## src/hw/rtl/tclb_pkg.sv

```systemverilog
// ----------------------------------------------------------------------------
// Tone curve inverse table builder package
// Shared sizes, request codes and the end smoothing result type.
// ----------------------------------------------------------------------------
package tclb_pkg;

   localparam int MAX_IN_BITS  = 14;
   localparam int MAX_OUT_BITS = 16;
   localparam int FWD_DEPTH    = 1 << MAX_IN_BITS;
   localparam int INV_DEPTH    = 1 << MAX_OUT_BITS;
   localparam int MIN_BITS     = 8;

   typedef enum logic [1:0] {
      REQ_WRITE = 2'd0,
      REQ_BUILD = 2'd1,
      REQ_READ  = 2'd2
   } req_code_type;

   localparam logic CSR_OUT_DEPTH = 1'b0;
   localparam logic CSR_IN_DEPTH  = 1'b1;

   // Result of the end smoothing check for one end of the inverse table.
   typedef struct packed {
      logic                   wr;
      logic [MAX_IN_BITS-1:0] value;
   } smooth_type;

endpackage

```

## src/hw/rtl/tclb_smooth.sv

```systemverilog
// ----------------------------------------------------------------------------
// Tone curve inverse table end smoothing
// Decides whether an end entry is replaced by a linear extrapolation.
// ----------------------------------------------------------------------------
module tclb_smooth (
   input  logic [tclb_pkg::MAX_IN_BITS-1:0] i1,
   input  logic [tclb_pkg::MAX_IN_BITS-1:0] i2,
   input  logic [tclb_pkg::MAX_IN_BITS-1:0] i3,
   input  logic [tclb_pkg::MAX_IN_BITS-1:0] inmax,
   output tclb_pkg::smooth_type              res
);

   logic [tclb_pkg::MAX_IN_BITS-1:0]   d1;
   logic [tclb_pkg::MAX_IN_BITS-1:0]   d2;
   logic signed [tclb_pkg::MAX_IN_BITS+1:0] ext;

   always_comb begin
      d1  = (i1 > i2) ? i1 - i2 : i2 - i1;
      d2  = (i3 > i2) ? i3 - i2 : i2 - i3;
      ext = $signed({1'b0, i2, 1'b0}) - $signed({2'b00, i3});
      res.wr = {1'b0, d1} > {d2, 1'b0};
      // The extrapolated value is clamped into the internal index range.
      if (ext < 0) begin
         res.value = '0;
      end else if (ext > $signed({2'b00, inmax})) begin
         res.value = inmax;
      end else begin
         res.value = ext[tclb_pkg::MAX_IN_BITS-1:0];
      end
   end

endmodule

```

## config.mk

```make
export PLATFORM = sky130hd
export DESIGN_NAME = tclb_smooth
export DESIGN_NICKNAME = d
export VERILOG_FILES = /design/src/hw/rtl/tclb_pkg.sv /design/src/hw/rtl/tclb_smooth.sv
export SDC_FILE = /design/constraint.sdc
export NUM_CORES = 1
export LEC_CHECK = 0
export BUFFER_PORTS_ARGS = -buffer_cell sky130_fd_sc_hd__buf_2
export CAP_MARGIN = 30
export CORE_ASPECT_RATIO = 0.75
export CORE_MARGIN = 4
export CORE_UTILIZATION = 60
export DETAILED_ROUTE_END_ITERATION = 10
export PLACE_DENSITY = 0.84
export SETUP_SLACK_MARGIN = 0.1
export SYNTH_ARGS = -nofsm -noshare
export SYNTH_HDL_FRONTEND = slang
export SYNTH_SLANG_ARGS = --single-unit
```

## constraint.sdc

```tcl
create_clock -name vclk -period 14.2
set_input_delay 2.84 -clock vclk [all_inputs]
set_output_delay 2.84 -clock vclk [all_outputs]
set_load 0.1 [all_outputs]
```

# Word-level counts from Yosys, hierarchy flattened
# Index checks and enable logic that the tools add are counted.
[classes]
n_mul = 0
shifts = 0
bitwise = 0
eq_ne = 0
reduce_logical = 0
addsub = 5
div = 0
order_cmp = 5
n_mux = 4
[op_table]
columns = ["operator", "count"]
rows = [
  ["$mux 14", 4],
  ["$sub 14x14->14", 4],
  ["$gt 14x14->1", 2],
  ["$gt 16x15->1", 1],
  ["$lt 16x1->1 const B", 1],
  ["$sub 15x14->16", 1],
  ["$gt 14x15->1", 1],
]
[word_totals]
ram_bits = 0
mem_count = 0
ff_bits = 0
in_bits = 56
romBits = 0
elab_cells = 14
latchBits = 0

# Logic depth before layout (Yosys ltp)
[logic_depth]
ltp_word = 4
mapped_depth = 20

# Worst setup path after synthesis
# OpenSTA, ideal clock, no wires.
[synth_timing]
kind = "input to output"
start = "input i3[1] (netlist name)"
end = "output res[2] (netlist name)"
slack_ps = 3179
stages = 18
arrival_ps = 8181
required_ps = 11360
cell_sequence = "inv_1 > ha_1 > nor2b_1 > o31a_1 > o211ai_1 > a21oi_1 > o31ai_1 > xnor2_1 > ha_1 > nand2_1 > o21ai_0 > o21ai_0 > nand2b_1 > a221oi_1 > o21ai_1 > buf_2 > nor2_1 > a211oi_1"
[synth_rtl]
columns = ["item", "line_no", "source"]
rows = [
  ["from (decl)", "tclb_smooth.sv:8", "input logic [tclb_pkg::MAX_IN_BITS-1:0] i3,"],
  ["to (decl)", "tclb_smooth.sv:10", "output tclb_pkg::smooth_type res"],
]

==> impl_metrics.json <==
{
  "grt_pass1_wl_mm": 20.6,
  "hpwl_mm": 11.0,
  "viasPerCell": 6.23,
  "cts_setup_buffers": 0,
  "drive_gt1_share_pct": 14.3,
  "gp_congestion": 1.05,
  "drc": 0,
  "crit_buf_inv": 3,
  "hold_ws_ns": 6.19,
  "start_util_pct": 62.3,
  "end_kind": "output pin",
  "antenna_left": 0,
  "cp_max_fo": 22,
  "setup_viol": 0,
  "ys_seq_area_share_pct": 0,
  "crit_path_start_kind": "primary input",
  "ys_types": 67,
  "drv_slew": 0,
  "fin_setup_tns_ns": 0,
  "hold_viol": 0,
  "placed_area_um2": 4710,
  "synth_common_cells": "ha_1, inv_1, a21oi_1, nor2_1, nand2_1",
  "first_pass_iters": 5,
  "synthTopCellsByArea": "ha_1, mux2i_1, inv_1",
  "clockBufferCount": 0,
  "avgSynthCellArea_um2": 7.22,
  "pwr-share-comb_pct": 100.0,
  "grt-ovfl-total": 0,
  "routed_wl_mm": 12.8,
  "path_common_cell": "mux2i_1",
  "max_stage_delay_ns": 0.53,
  "drtIter0Drc": 423,
  "yosys_warnings": 0,
  "rsz0062_at_grt": "false",
  "die_h_um": 81.3,
  "final_core_util_pct": 68.3,
  "fin_area_um2": 4710,
  "wl_per_cell_um": 17.1,
  "seq_power_share_pct": 0,
  "fmax_ghz": 0.0980,
  "pwr-share-clk_pct": 0,
  "final_nets": 806,
  "powerDensity_nw_per_um2": 76.9,
  "grt_pass1_vias": 4275,
  "synth_top_area_share_pct": 27.4,
  "status": "finished clean",
  "grtUsageTotal_pct": 28.6,
  "syn_to_final_growth_pct": 9.62,
  "grt_max_degree": 27,
  "arrival_ns": 7.36,
  "ctsHoldBuffers": 0,
  "netlist_instances": 595,
  "die_area_um2": 8590,
  "antenna_found_initial": 0,
  "nFlopsAndLatches": 0,
  "cts.repair.resized": 0,
  "synth_fp_nets": 750,
  "peakVddDrop_mv": 0.0699,
  "cp.required_ns": 11.36,
  "die_w_um": 106,
  "power_switching_uw": 237,
  "cpLargestDelayFamily": "compound AO/OA/AOI/OAI gates",
  "finalCritPeriodShare_pct": 71.9,
  "io_buffers": 71,
  "swShare_pct": 65.4,
  "core_um2": 6900,
  "synth_top_cell_by_area": "ha_1",
  "maxSlewHeadroom_pct": 58.9,
  "rows": 26,
  "diodes": 0,
  "timing.max_cap.violations": 0,
  "path_class": "in -> out",
  "io-pin-count": 71,
  "worst_slew_pin_slew_ns": 0.617,
  "fillers": 629,
  "intPower_uw": 125,
  "seq_area_um2": 0,
  "min_path_type": "in -> out",
  "finalCriticalPeriod_ns": 10.20,
  "yosysMostFrequentCell": "ha_1",
  "crit_chain": "buf_2 -> ha_1 -> nand4_1 -> a21oi_1 -> o221ai_1 -> a21oi_2 -> buf_4 -> mux2i_1 -> o21ai_1 -> mux2i_1 -> o2111ai_1 -> ha_1 -> nand4_1 -> nor4_1 -> nor2_1 -> o211ai_1 -> mux2i_1 -> buf_2",
  "syn_area_um2": 4290,
  "via_count": 4657,
  "p_leak_nw": 2.54,
  "crit_slowest_cell": "ha_1"
}
worst paths after layout:
path / start / endpoint / slack, ns / depth (start not counted)
worst max-delay path: i2[5] / res[14] / 4.00 / 18
worst min-delay path: inmax[13] / res[13] / 6.19 / 4
through the flow:
stage	cells	setup slack, ns	total power, mW
global placement	747	4.16	0.349
detailed placement	747	4.12	0.353
floorplan	595	3.18	0.277
CTS	747	4.08	0.356
global route	747	3.75	0.393
finish	747	4.00	0.362
routing by layer:
metal / vias to the layer above / global-route usage [%] / wire (µm)
met5: - / 0 / 0
met4: 0 / 2.59 / 93
met3: 13 / 5.96 / 1220
met2: 209 / 45.9 / 5390
met1: 2152 / 41.0 / 6100
li1: 2283 / - / -
power groups by stage:
stage          clock, mW  combinational [mW]  sequential [mW]
3_3_place_gp           0               0.349                0
2_1_floorplan          0               0.277                0
3_5_place_dp           0               0.353                0
4_1_cts                0               0.356                0
6_report               0               0.362                0
5_1_grt                0               0.393                0
cells by family after synthesis:
| family | count (synthesis) | share of synthesized area [%] |
|---|---|---|
| buffers and inverters | 93 | 8.60 |
| AND/OR/NAND/NOR | 161 | 18.7 |
| XOR/XNOR | 31 | 6.32 |
| multiplexers | 34 | 8.13 |
| adder cells (fa/ha/maj) | 99 | 29.7 |
| AO/OA/AOI/OAI | 177 | 28.5 |
cell type report:
class	instances	area, µm²	area share [%]
multi-input cells	502	3930	83.5
inverters	72	270	5.74
well taps	98	123	2.61
repair buffers	75	385	8.19
cells in the final DEF, fill, tap and decap left out, drive strengths merged, types with 4 or more instances in the layout:
master and n:
mux2i 30, nand3 21, nand2b 5, inv 72
xnor2 17, nand4 13, nor3 10, a31oi 7
a211o 4, or2 4, a21oi 51, a21o 22
nand2 35, mux2 4, o21bai 4, nor2b 11
nor2 38, fa 5, buf 75, and3 6
xor2 14, ha 94, o21a 6, and2 8
a221oi 5, o21ai 22, o211ai 13
(Power assumes the default switching activity.)
